[src/hdl/hms_pkg.sv]
// Shared widths, codes, constants, types and a helper function of the countdown timer.
package hms_pkg;

   localparam int unsigned HOUR_W      = 7;
   localparam int unsigned MIN_W       = 6;
   localparam int unsigned SEC_W       = 6;
   localparam int unsigned TICK_W      = 16;
   localparam int unsigned KIND_W      = 2;
   localparam int unsigned SEL_W       = 3;
   localparam int unsigned REQ_DATA_W  = 8;
   localparam int unsigned REQ_USER_W  = KIND_W;
   localparam int unsigned RSP_FIELD_W = HOUR_W + MIN_W + SEC_W + 1;
   localparam int unsigned RSP_DATA_W  = ((RSP_FIELD_W + 7) / 8) * 8;

   localparam logic [TICK_W-1:0] TPS_RESET = 16'd1000;

   localparam int unsigned HOUR_TENS_TOP = 90;
   localparam int unsigned MS_TENS_TOP   = 50;
   localparam int unsigned MS_RELOAD     = 59;
   localparam int unsigned HOUR_RELOAD   = (1 << HOUR_W) - 1;

   localparam logic [HOUR_W-1:0] DIGIT_BASE = 7'd10;

   localparam logic [KIND_W-1:0] KIND_TICK   = 2'd0;
   localparam logic [KIND_W-1:0] KIND_UP     = 2'd1;
   localparam logic [KIND_W-1:0] KIND_DOWN   = 2'd2;
   localparam logic [KIND_W-1:0] KIND_TOGGLE = 2'd3;

   localparam logic [SEL_W-1:0] SEL_HOUR_TENS = 3'd0;
   localparam logic [SEL_W-1:0] SEL_HOUR_ONES = 3'd1;
   localparam logic [SEL_W-1:0] SEL_MIN_TENS  = 3'd2;
   localparam logic [SEL_W-1:0] SEL_MIN_ONES  = 3'd3;
   localparam logic [SEL_W-1:0] SEL_SEC_TENS  = 3'd4;
   localparam logic [SEL_W-1:0] SEL_SEC_ONES  = 3'd5;

   typedef struct packed {
      logic step;
      logic up;
      logic tens;
   } hms_cell_cmd_type;

   typedef struct packed {
      logic take_second;
      logic run_next;
   } hms_tick_status_type;

   // Ones digit of a value below 128, found by conditional subtraction.
   function automatic logic [3:0] ones_digit(input logic [HOUR_W-1:0] v);
      logic [HOUR_W-1:0] r;
      r = v;
      if (r >= 7'd80) r = r - 7'd80;
      if (r >= 7'd40) r = r - 7'd40;
      if (r >= 7'd20) r = r - 7'd20;
      if (r >= 7'd10) r = r - 7'd10;
      return r[3:0];
   endfunction

endpackage

[src/hdl/hms_countdown_timer.sv]
// Top level of the hours, minutes and seconds countdown timer.
//
// Each transfer on the req_ channel is one event: req_tuser carries the kind (tick,
// digit up, digit down, run toggle) and req_tdata the digit selector. Every event
// returns exactly one transfer on the rsp_ channel with the time and run state as
// they stand after the event. The time is kept by a chain of three cells (seconds,
// minutes, hours) that pass borrows down the chain; a tick controller beside them
// counts ticks against the ticks_per_second register, written over the csr_ channel.
// Users must write it only while the timer is idle; the block does not enforce it.
// Each response is registered in the result register, and one event is taken in every
// cycle while the receiver keeps rsp_tready high; the rate is set by the update of the
// cell chain, made combinationally for each event. A result register with one skid
// entry lets one more event enter while a response is stalled; with both full,
// req_tready drops until rsp_tready returns.
// Synchronous reset clears the time to zero, stops the timer, clears the tick count,
// loads a period of 1000 ticks and empties the response stage.
module hms_countdown_timer (
   input  logic                               clock,
   input  logic                               reset,
   input  logic                               req_tvalid,
   output logic                               req_tready,
   // Bits from the lowest up: digit_select.
   input  logic [hms_pkg::REQ_DATA_W-1:0]     req_tdata,
   // Bits from the lowest up: kind.
   input  logic [hms_pkg::REQ_USER_W-1:0]     req_tuser,
   output logic                               rsp_tvalid,
   input  logic                               rsp_tready,
   // Bits from the lowest up: hours, minutes, seconds, running.
   output logic [hms_pkg::RSP_DATA_W-1:0]     rsp_tdata,
   input  logic                               csr_valid,
   output logic                               csr_ready,
   input  logic [hms_pkg::TICK_W-1:0]         csr_data
);
   import hms_pkg::*;

   logic                    accept;
   logic [KIND_W-1:0]       kind;
   logic [SEL_W-1:0]        sel;
   logic                    is_step;
   logic                    is_up;
   hms_cell_cmd_type        hour_cmd;
   hms_cell_cmd_type        min_cmd;
   hms_cell_cmd_type        sec_cmd;
   hms_tick_status_type     status;
   logic [HOUR_W-1:0]       hour_next;
   logic [MIN_W-1:0]        min_next;
   logic [SEC_W-1:0]        sec_next;
   logic                    hour_zero;
   logic                    min_zero;
   logic                    sec_zero;
   logic                    sec_borrow;
   logic                    min_borrow;
   logic [RSP_FIELD_W-1:0]  result;
   logic [RSP_FIELD_W-1:0]  out_ff;
   logic [RSP_FIELD_W-1:0]  out_in;
   logic                    out_valid_ff;
   logic                    out_valid_in;
   logic [RSP_FIELD_W-1:0]  skid_ff;
   logic [RSP_FIELD_W-1:0]  skid_in;
   logic                    skid_valid_ff;
   logic                    skid_valid_in;
   logic                    take_out;

   assign kind       = req_tuser[KIND_W-1:0];
   assign sel        = req_tdata[SEL_W-1:0];
   assign req_tready = ~skid_valid_ff;
   assign accept     = req_tvalid & req_tready;
   assign csr_ready  = 1'b1;

   assign is_step = accept & ((kind == KIND_UP) || (kind == KIND_DOWN));
   assign is_up   = (kind == KIND_UP);

   assign hour_cmd.step = is_step & ((sel == SEL_HOUR_TENS) || (sel == SEL_HOUR_ONES));
   assign hour_cmd.up   = is_up;
   assign hour_cmd.tens = (sel == SEL_HOUR_TENS);
   assign min_cmd.step  = is_step & ((sel == SEL_MIN_TENS) || (sel == SEL_MIN_ONES));
   assign min_cmd.up    = is_up;
   assign min_cmd.tens  = (sel == SEL_MIN_TENS);
   assign sec_cmd.step  = is_step & ((sel == SEL_SEC_TENS) || (sel == SEL_SEC_ONES));
   assign sec_cmd.up    = is_up;
   assign sec_cmd.tens  = (sel == SEL_SEC_TENS);

   hms_tick_ctrl u_tick_ctrl (
      .clock     (clock),
      .reset     (reset),
      .csr_write (csr_valid & csr_ready),
      .csr_data  (csr_data),
      .accept    (accept),
      .kind      (kind),
      .time_zero (hour_zero & min_zero & sec_zero),
      .status    (status)
   );

   // A borrow moves on to the next cell when the current cell is at zero.
   assign sec_borrow = status.take_second & sec_zero;
   assign min_borrow = sec_borrow & min_zero;

   hms_digit_cell #(
      .WIDTH    (SEC_W),
      .TENS_TOP (MS_TENS_TOP),
      .RELOAD   (MS_RELOAD)
   ) u_sec_cell (
      .clock      (clock),
      .reset      (reset),
      .cmd        (sec_cmd),
      .borrow_in  (status.take_second),
      .value_next (sec_next),
      .zero       (sec_zero)
   );

   hms_digit_cell #(
      .WIDTH    (MIN_W),
      .TENS_TOP (MS_TENS_TOP),
      .RELOAD   (MS_RELOAD)
   ) u_min_cell (
      .clock      (clock),
      .reset      (reset),
      .cmd        (min_cmd),
      .borrow_in  (sec_borrow),
      .value_next (min_next),
      .zero       (min_zero)
   );

   hms_digit_cell #(
      .WIDTH    (HOUR_W),
      .TENS_TOP (HOUR_TENS_TOP),
      .RELOAD   (HOUR_RELOAD)
   ) u_hour_cell (
      .clock      (clock),
      .reset      (reset),
      .cmd        (hour_cmd),
      .borrow_in  (min_borrow),
      .value_next (hour_next),
      .zero       (hour_zero)
   );

   assign result = {status.run_next, sec_next, min_next, hour_next};

   assign take_out = out_valid_ff & rsp_tready;

   always_comb begin
      out_in        = out_ff;
      out_valid_in  = out_valid_ff;
      skid_in       = skid_ff;
      skid_valid_in = skid_valid_ff;
      if (skid_valid_ff) begin
         if (take_out) begin
            out_in        = skid_ff;
            skid_valid_in = 1'b0;
         end
      end else if (accept) begin
         if (!out_valid_ff || take_out) begin
            out_in       = result;
            out_valid_in = 1'b1;
         end else begin
            skid_in       = result;
            skid_valid_in = 1'b1;
         end
      end else if (take_out) begin
         out_valid_in = 1'b0;
      end
   end

   always_ff @(posedge clock) begin
      if (reset) begin
         out_valid_ff  <= 1'b0;
         skid_valid_ff <= 1'b0;
      end else begin
         out_valid_ff  <= out_valid_in;
         skid_valid_ff <= skid_valid_in;
      end
      out_ff  <= out_in;
      skid_ff <= skid_in;
   end

   assign rsp_tvalid = out_valid_ff;
   assign rsp_tdata  = {{(RSP_DATA_W - RSP_FIELD_W){1'b0}}, out_ff};

endmodule

[src/hdl/hms_digit_cell.sv]
// One cell of the time chain: holds a two-digit field, applies digit steps and borrows.
module hms_digit_cell #(
   parameter int unsigned WIDTH    = hms_pkg::MIN_W,
   parameter int unsigned TENS_TOP = hms_pkg::MS_TENS_TOP,
   parameter int unsigned RELOAD   = hms_pkg::MS_RELOAD
) (
   input  logic                      clock,
   input  logic                      reset,
   input  hms_pkg::hms_cell_cmd_type cmd,
   input  logic                      borrow_in,
   output logic [WIDTH-1:0]          value_next,
   output logic                      zero
);
   import hms_pkg::*;

   localparam logic [HOUR_W-1:0] TOP7    = HOUR_W'(TENS_TOP);
   localparam logic [HOUR_W-1:0] RELOAD7 = HOUR_W'(RELOAD);

   logic [WIDTH-1:0]  value_ff;
   logic [WIDTH-1:0]  value_in;
   logic [HOUR_W-1:0] v7;
   logic [HOUR_W-1:0] n7;
   logic [3:0]        digit;

   assign zero       = (value_ff == '0);
   assign value_next = value_in;

   always_comb begin
      v7    = HOUR_W'(value_ff);
      digit = ones_digit(v7);
      n7    = v7;
      if (cmd.step) begin
         if (cmd.tens) begin
            if (cmd.up) begin
               n7 = (v7 >= TOP7) ? v7 - TOP7 : v7 + DIGIT_BASE;
            end else begin
               n7 = (v7 < DIGIT_BASE) ? v7 + TOP7 : v7 - DIGIT_BASE;
            end
         end else begin
            if (cmd.up) begin
               n7 = (digit == 4'd9) ? v7 - 7'd9 : v7 + 7'd1;
            end else begin
               n7 = (digit == 4'd0) ? v7 + 7'd9 : v7 - 7'd1;
            end
         end
      end else if (borrow_in) begin
         n7 = zero ? RELOAD7 : v7 - 7'd1;
      end
      value_in = WIDTH'(n7);
   end

   always_ff @(posedge clock) begin
      if (reset) begin
         value_ff <= '0;
      end else begin
         value_ff <= value_in;
      end
   end

endmodule

[src/hdl/hms_tick_ctrl.sv]
// Run flag, tick accumulator and period register that decide when a second is taken off.
module hms_tick_ctrl (
   input  logic                         clock,
   input  logic                         reset,
   input  logic                         csr_write,
   input  logic [hms_pkg::TICK_W-1:0]   csr_data,
   input  logic                         accept,
   input  logic [hms_pkg::KIND_W-1:0]   kind,
   input  logic                         time_zero,
   output hms_pkg::hms_tick_status_type status
);
   import hms_pkg::*;

   logic [TICK_W-1:0] tps_ff;
   logic [TICK_W-1:0] tps_in;
   logic [TICK_W-1:0] accum_ff;
   logic [TICK_W-1:0] accum_in;
   logic [TICK_W-1:0] accum_inc;
   logic              run_ff;
   logic              run_in;
   logic              take;

   assign accum_inc = accum_ff + 16'd1;
   assign tps_in    = csr_write ? csr_data : tps_ff;

   always_comb begin
      run_in   = run_ff;
      accum_in = accum_ff;
      take     = 1'b0;
      if (accept) begin
         unique case (kind)
            KIND_TICK: begin
               run_in = run_ff & ~time_zero;
               if (run_in) begin
                  if (accum_inc >= tps_ff) begin
                     accum_in = '0;
                     take     = 1'b1;
                  end else begin
                     accum_in = accum_inc;
                  end
               end
            end
            KIND_UP, KIND_DOWN: begin
               run_in = run_ff;
            end
            KIND_TOGGLE: begin
               run_in = ~run_ff;
            end
         endcase
      end
      status.take_second = take;
      status.run_next    = run_in;
   end

   always_ff @(posedge clock) begin
      if (reset) begin
         tps_ff   <= TPS_RESET;
         accum_ff <= '0;
         run_ff   <= 1'b0;
      end else begin
         tps_ff   <= tps_in;
         accum_ff <= accum_in;
         run_ff   <= run_in;
      end
   end

endmodule

[config.mk]
export PLATFORM = sky130hd
export DESIGN_NAME = hms_countdown_timer
export DESIGN_NICKNAME = d
export VERILOG_FILES = /design/src/hdl/hms_pkg.sv /design/src/hdl/hms_countdown_timer.sv /design/src/hdl/hms_digit_cell.sv /design/src/hdl/hms_tick_ctrl.sv
export SDC_FILE = /design/constraint.sdc
export NUM_CORES = 1
export LEC_CHECK = 0
export BUFFER_PORTS_ARGS = -buffer_cell sky130_fd_sc_hd__buf_4
export CAP_MARGIN = 25
export CELL_PAD_IN_SITES_DETAIL_PLACEMENT = 2
export CELL_PAD_IN_SITES_GLOBAL_PLACEMENT = 2
export CORE_UTILIZATION = 32
export CTS_BUF_LIST = sky130_fd_sc_hd__clkbuf_2 sky130_fd_sc_hd__clkbuf_4 sky130_fd_sc_hd__clkbuf_8
export DETAILED_ROUTE_END_ITERATION = 6
export PLACE_DENSITY_LB_ADDON = 0.15
export SLEW_MARGIN = 20
export SYNTH_ARGS = -nofsm -noshare
export SYNTH_HDL_FRONTEND = slang
export SYNTH_HIERARCHICAL = 1
export SYNTH_SLANG_ARGS = --single-unit
[constraint.sdc]
create_clock -name clock -period 8.1 [get_ports clock]
set_clock_uncertainty 0.2 [all_clocks]
set_input_delay 0.81 -clock clock [delete_from_list [all_inputs] [get_ports clock]]
set_output_delay 0.81 -clock clock [all_outputs]
set_load 0.05 [all_outputs]
==> metrics.md <==
| Metric | Value |
|---|---|
| Status | `finished with violations` |
| Failing checks | `design-rule violations` |
| Sequential-to-total area share from yosys stat | `0.265` |
| Maxcap violations | `0` |
| PortBufs | `47` |
| Cts bufs inserted | `9` |
| Period minus WS final | `6.33 ns` |
| Mapped Area | `0.00860 mm²` |
| Die area | `0.0275 mm²` |
| Clock sinks | `94` |
| Slew @ Worst Pin | `0.772 ns` |
| First-iteration detailed-routing DRC count | `approximately 250` |
| Critical R2R Launch | `u_hour_cell/v7[6]` |
| Post-DP Area | `0.00917 mm²` |
| Worst path max stage delay | `0.74 ns` |
| Flop-to-flop setup slack | `1.77 ns` |
| Hold Crit Class | `register to register` |
| Largest net degree at the start of global routing | `64` |
| Grt ovf | `0` |
| WHS | `0.296 ns` |
| Required @ worst endpoint | `8.15 ns` |
| Final Hold Vio Count | `0` |
| Synth Instances | `1000` |
| Total GRT Usage | `0.187` |
| Slowest CP cell | `dfxtp_1` |
| Top_reg_cell synth | `dfxtp_1` |
| RSZ-0062 raised after global routing | `false` |
| Row cnt | `59` |
| Reg2reg path depth | `23` |
| Global-route wire length before repair | `42.1 mm` |
| Final Max Tran Viols | `0` |
| Synth Register Bits | `94` |
| # DRC | `7` |
| Via count | `7421` |
| Root Driver | `clkbuf_8` |
| Post-Route WL | `25.5 mm` |
| Final GP Congestion | `0.769` |
| Post-synth EDFFs | `40` |
| I/O pin cnt | `58` |
| Fin crit share | `0.782` |
| Worst VDD drop | `0.0766 mV` |
| CTS resizes | `0` |
| Worst Setup End Kind | `register` |
| Dpl hpwl | `19.0 mm` |
| Number of diodes | `0` |
| Nets | `roughly 1.1k` |
| Clk Latency, worst-skew pair | `0.39 ns` |
| Area Overhead vs Synth | `8.72%` |
| Synth top area share | `0.140` |
| Post-DRT Antenna Nets | `0` |
| Post-synth cell types | `93` |
| YS warnings | `6` |
| Setup TNS | `0 ns` |
| Worst EP arrival | `between 6 and 7 ns` |
| Max Buffers Root-to-Sink | `2` |
| Delay-heaviest family, CP | `compound AO/OA/AOI/OAI gates` |
| DR WL/cell | `18.8 µm` |
| Fmax | `158 MHz` |
| Number of global-route vias before repair | `7804` |
| Hold Path Sink | `u_tick_ctrl/tps_ff[7]` |
| CP Max Fanout | `16` |
| Setup Viol. Count Final | `0` |
| Avg Inst Size Synth | `8.60 µm²` |
| H-tree level count | `3` |
| Core area | `0.0262 mm²` |
| Die W | `~170 µm` |
| TritonCTS clock tree | `built` |
| 1st-pass router iterations | `7` |
| Crit Path Class | `register to register` |
| Ranking of synthesized cells by area | `edfxtp_1, dfxtp_1, ha_1` |
| DIE HEIGHT | `166 µm` |
| Post-CTS setup buffers | `0` |
| Final Cell Area | `0.00935 mm²` |
| Clk pin slew, worst setup/hold paths | `about 0.10 ns` |
| Worst rel slew slack | `0.485` |
| Core Util, Final | `0.357` |
| Async S/R FF share, synth | `0` |
| FF-to-FF End | `out_ff[6]` |
| Leak | `3.73 nW` |
| Cell Chain, Critical Path | `inv_1 > ha_1 > and2_2 > o21ai_1 > o21a_1 > a21oi_1 > a31oi_1 > inv_1 > ha_1 > or3_1 > o21ai_0 > nand4_1 > inv_1 > ha_1 > nor2b_1 > o21ai_0 > o21bai_1 > a21oi_1 > xnor2_1 > xnor2_1 > and3_1 > o32ai_1 > mux2_4` |
| Vias per cell | `5.46` |
| Hold path startpoint | `u_tick_ctrl/tps_ff[7]` |
| Hold-fix buffers at CTS | `0` |
| Synth area leader | `edfxtp_1` |
| Hold path depth | `2` |
| Critical path startpoint category | `register` |
| Starting Density | `0.328` |
| CP Buf/Inv Count | `3` |
| Share of layout cells above drive strength 1 | `0.134` |
| Pwr dens | `128 mW/mm²` |
| Initial antenna violation count | `0` |
==> state kept, by name, indices dropped and copies added, names as in the netlist <==
name / flops
u_sec_cell/value_ff: 6
u_hour_cell/v7: 7
u_tick_ctrl/run_ff: 1
rsp_tvalid: 1
skid_ff: 20
u_min_cell/value_ff: 6
out_ff: 20
u_tick_ctrl/tps_ff: 16
skid_valid_ff: 1
u_tick_ctrl/accum_ff: 16
==> where the power goes <==
group	internal (mW)	switching, mW
sequential	0.520	0.0223
clock	0.119	0.185
combinational	0.133	0.214
total	0.772	0.421
==> worst max path at each step <==
stage / startpoint / endpoint / slack (ns) / depth (start not counted)
after CTS: u_hour_cell/v7[6] / out_ff[6] / 1.69 / 23
after floorplan: u_hour_cell/v7[5] / out_ff[6] / 2.72 / 24
after global routing: u_hour_cell/v7[6] / out_ff[6] / 1.35 / 23
final: u_hour_cell/v7[6] / out_ff[6] / 1.77 / 23
after detailed placement: u_hour_cell/v7[6] / out_ff[6] / 1.73 / 23
after global placement: u_hour_cell/v7[6] / out_ff[6] / 1.90 / 23
==> synthesized netlist by cell type, types with 15 or more instances <==
cell type  number
ha_1           76
nor2_1         70
nand2_1        66
inv_1          65
a21oi_1        63
dfxtp_1        54
o21ai_0        52
edfxtp_1       40
xnor2_1        39
nand2b_1       27
nor3_1         27
mux2i_1        24
nor2b_1        24
nand3_1        23
clkbuf_1       22
xor2_1         21
o211ai_1       20
and2_1         18
mux2_4         18
a31oi_1        15
==> cell families after synthesis <==
logic type	after synthesis	share of synthesized area
XOR/XNOR	60	0.0611
buffers and inverters	122	0.0665
flip-flops	94	0.265
AO/OA/AOI/OAI	260	0.206
multiplexers	47	0.0659
adder cells (fa/ha/maj)	81	0.120
AND/OR/NAND/NOR	334	0.214
other	2	0.000874
==> placed cells by master, fill, tap and decap left out, types with 24 or more instances in the layout <==
cell type,count
inv_1,65
mux2i_1,24
edfxtp_1,40
nor3_1,27
a21oi_1,62
nand2_1,66
xnor2_1,39
ha_1,75
nand2b_1,27
o21ai_0,52
nor2_1,70
buf_4,59
dfxtp_1,53
==> stage by stage <==
| step | instances | setup WS (ns) | power, mW |
|---|---|---|---|
| after floorplan | 1003 | 2.72 | 0.804 |
| after global placement | 1343 | 1.90 | 0.895 |
| after detailed placement | 1343 | 1.73 | 0.903 |
| after CTS | 1359 | 1.69 | 1.22 |
| after global routing | 1359 | 1.35 | 1.26 |
| final | 1359 | 1.77 | 1.19 |
==> metal layers <==
| layer | track usage | part of all wire | up-vias |
|---|---|---|---|
| li1 | - | - | 3633 |
| met5 | 0 | 0 | - |
| met1 | 0.256 | 0.50 | 3698 |
| met3 | 0.0234 | 0.020 | 14 |
| met2 | 0.319 | 0.47 | 76 |
| met4 | 0.0309 | 0.0069 | 0 |
==> worst register-to-register path: stages, from the launching register on <==
cell      delay [ns]
dfxtp_1         0.74
inv_1           0.45
ha_1            0.52
and2_2          0.24
o21ai_1         0.21
o21a_1          0.20
a21oi_1         0.07
a31oi_1         0.20
inv_1           0.07
ha_1            0.21
or3_1           0.40
o21ai_0         0.18
nand4_1         0.25
inv_1           0.23
ha_1            0.29
nor2b_1         0.14
o21ai_0         0.27
o21bai_1        0.10
a21oi_1         0.18
xnor2_1         0.10
xnor2_1         0.16
and3_1          0.20
o32ai_1         0.37
mux2_4          0.22
==> area by class of cell <==
type	count	area (µm²)
Timing Repair Buffer	59	443
Sequential cell	94	2280
Tap cell	335	419
Fill cell	2990	16900
Inverter	68	255
Clock inverter	6	45.0
Clock buffer	10	131
Multi-Input combinational cell	787	5770
No activity file was read; power rests on OpenSTA's default activity.
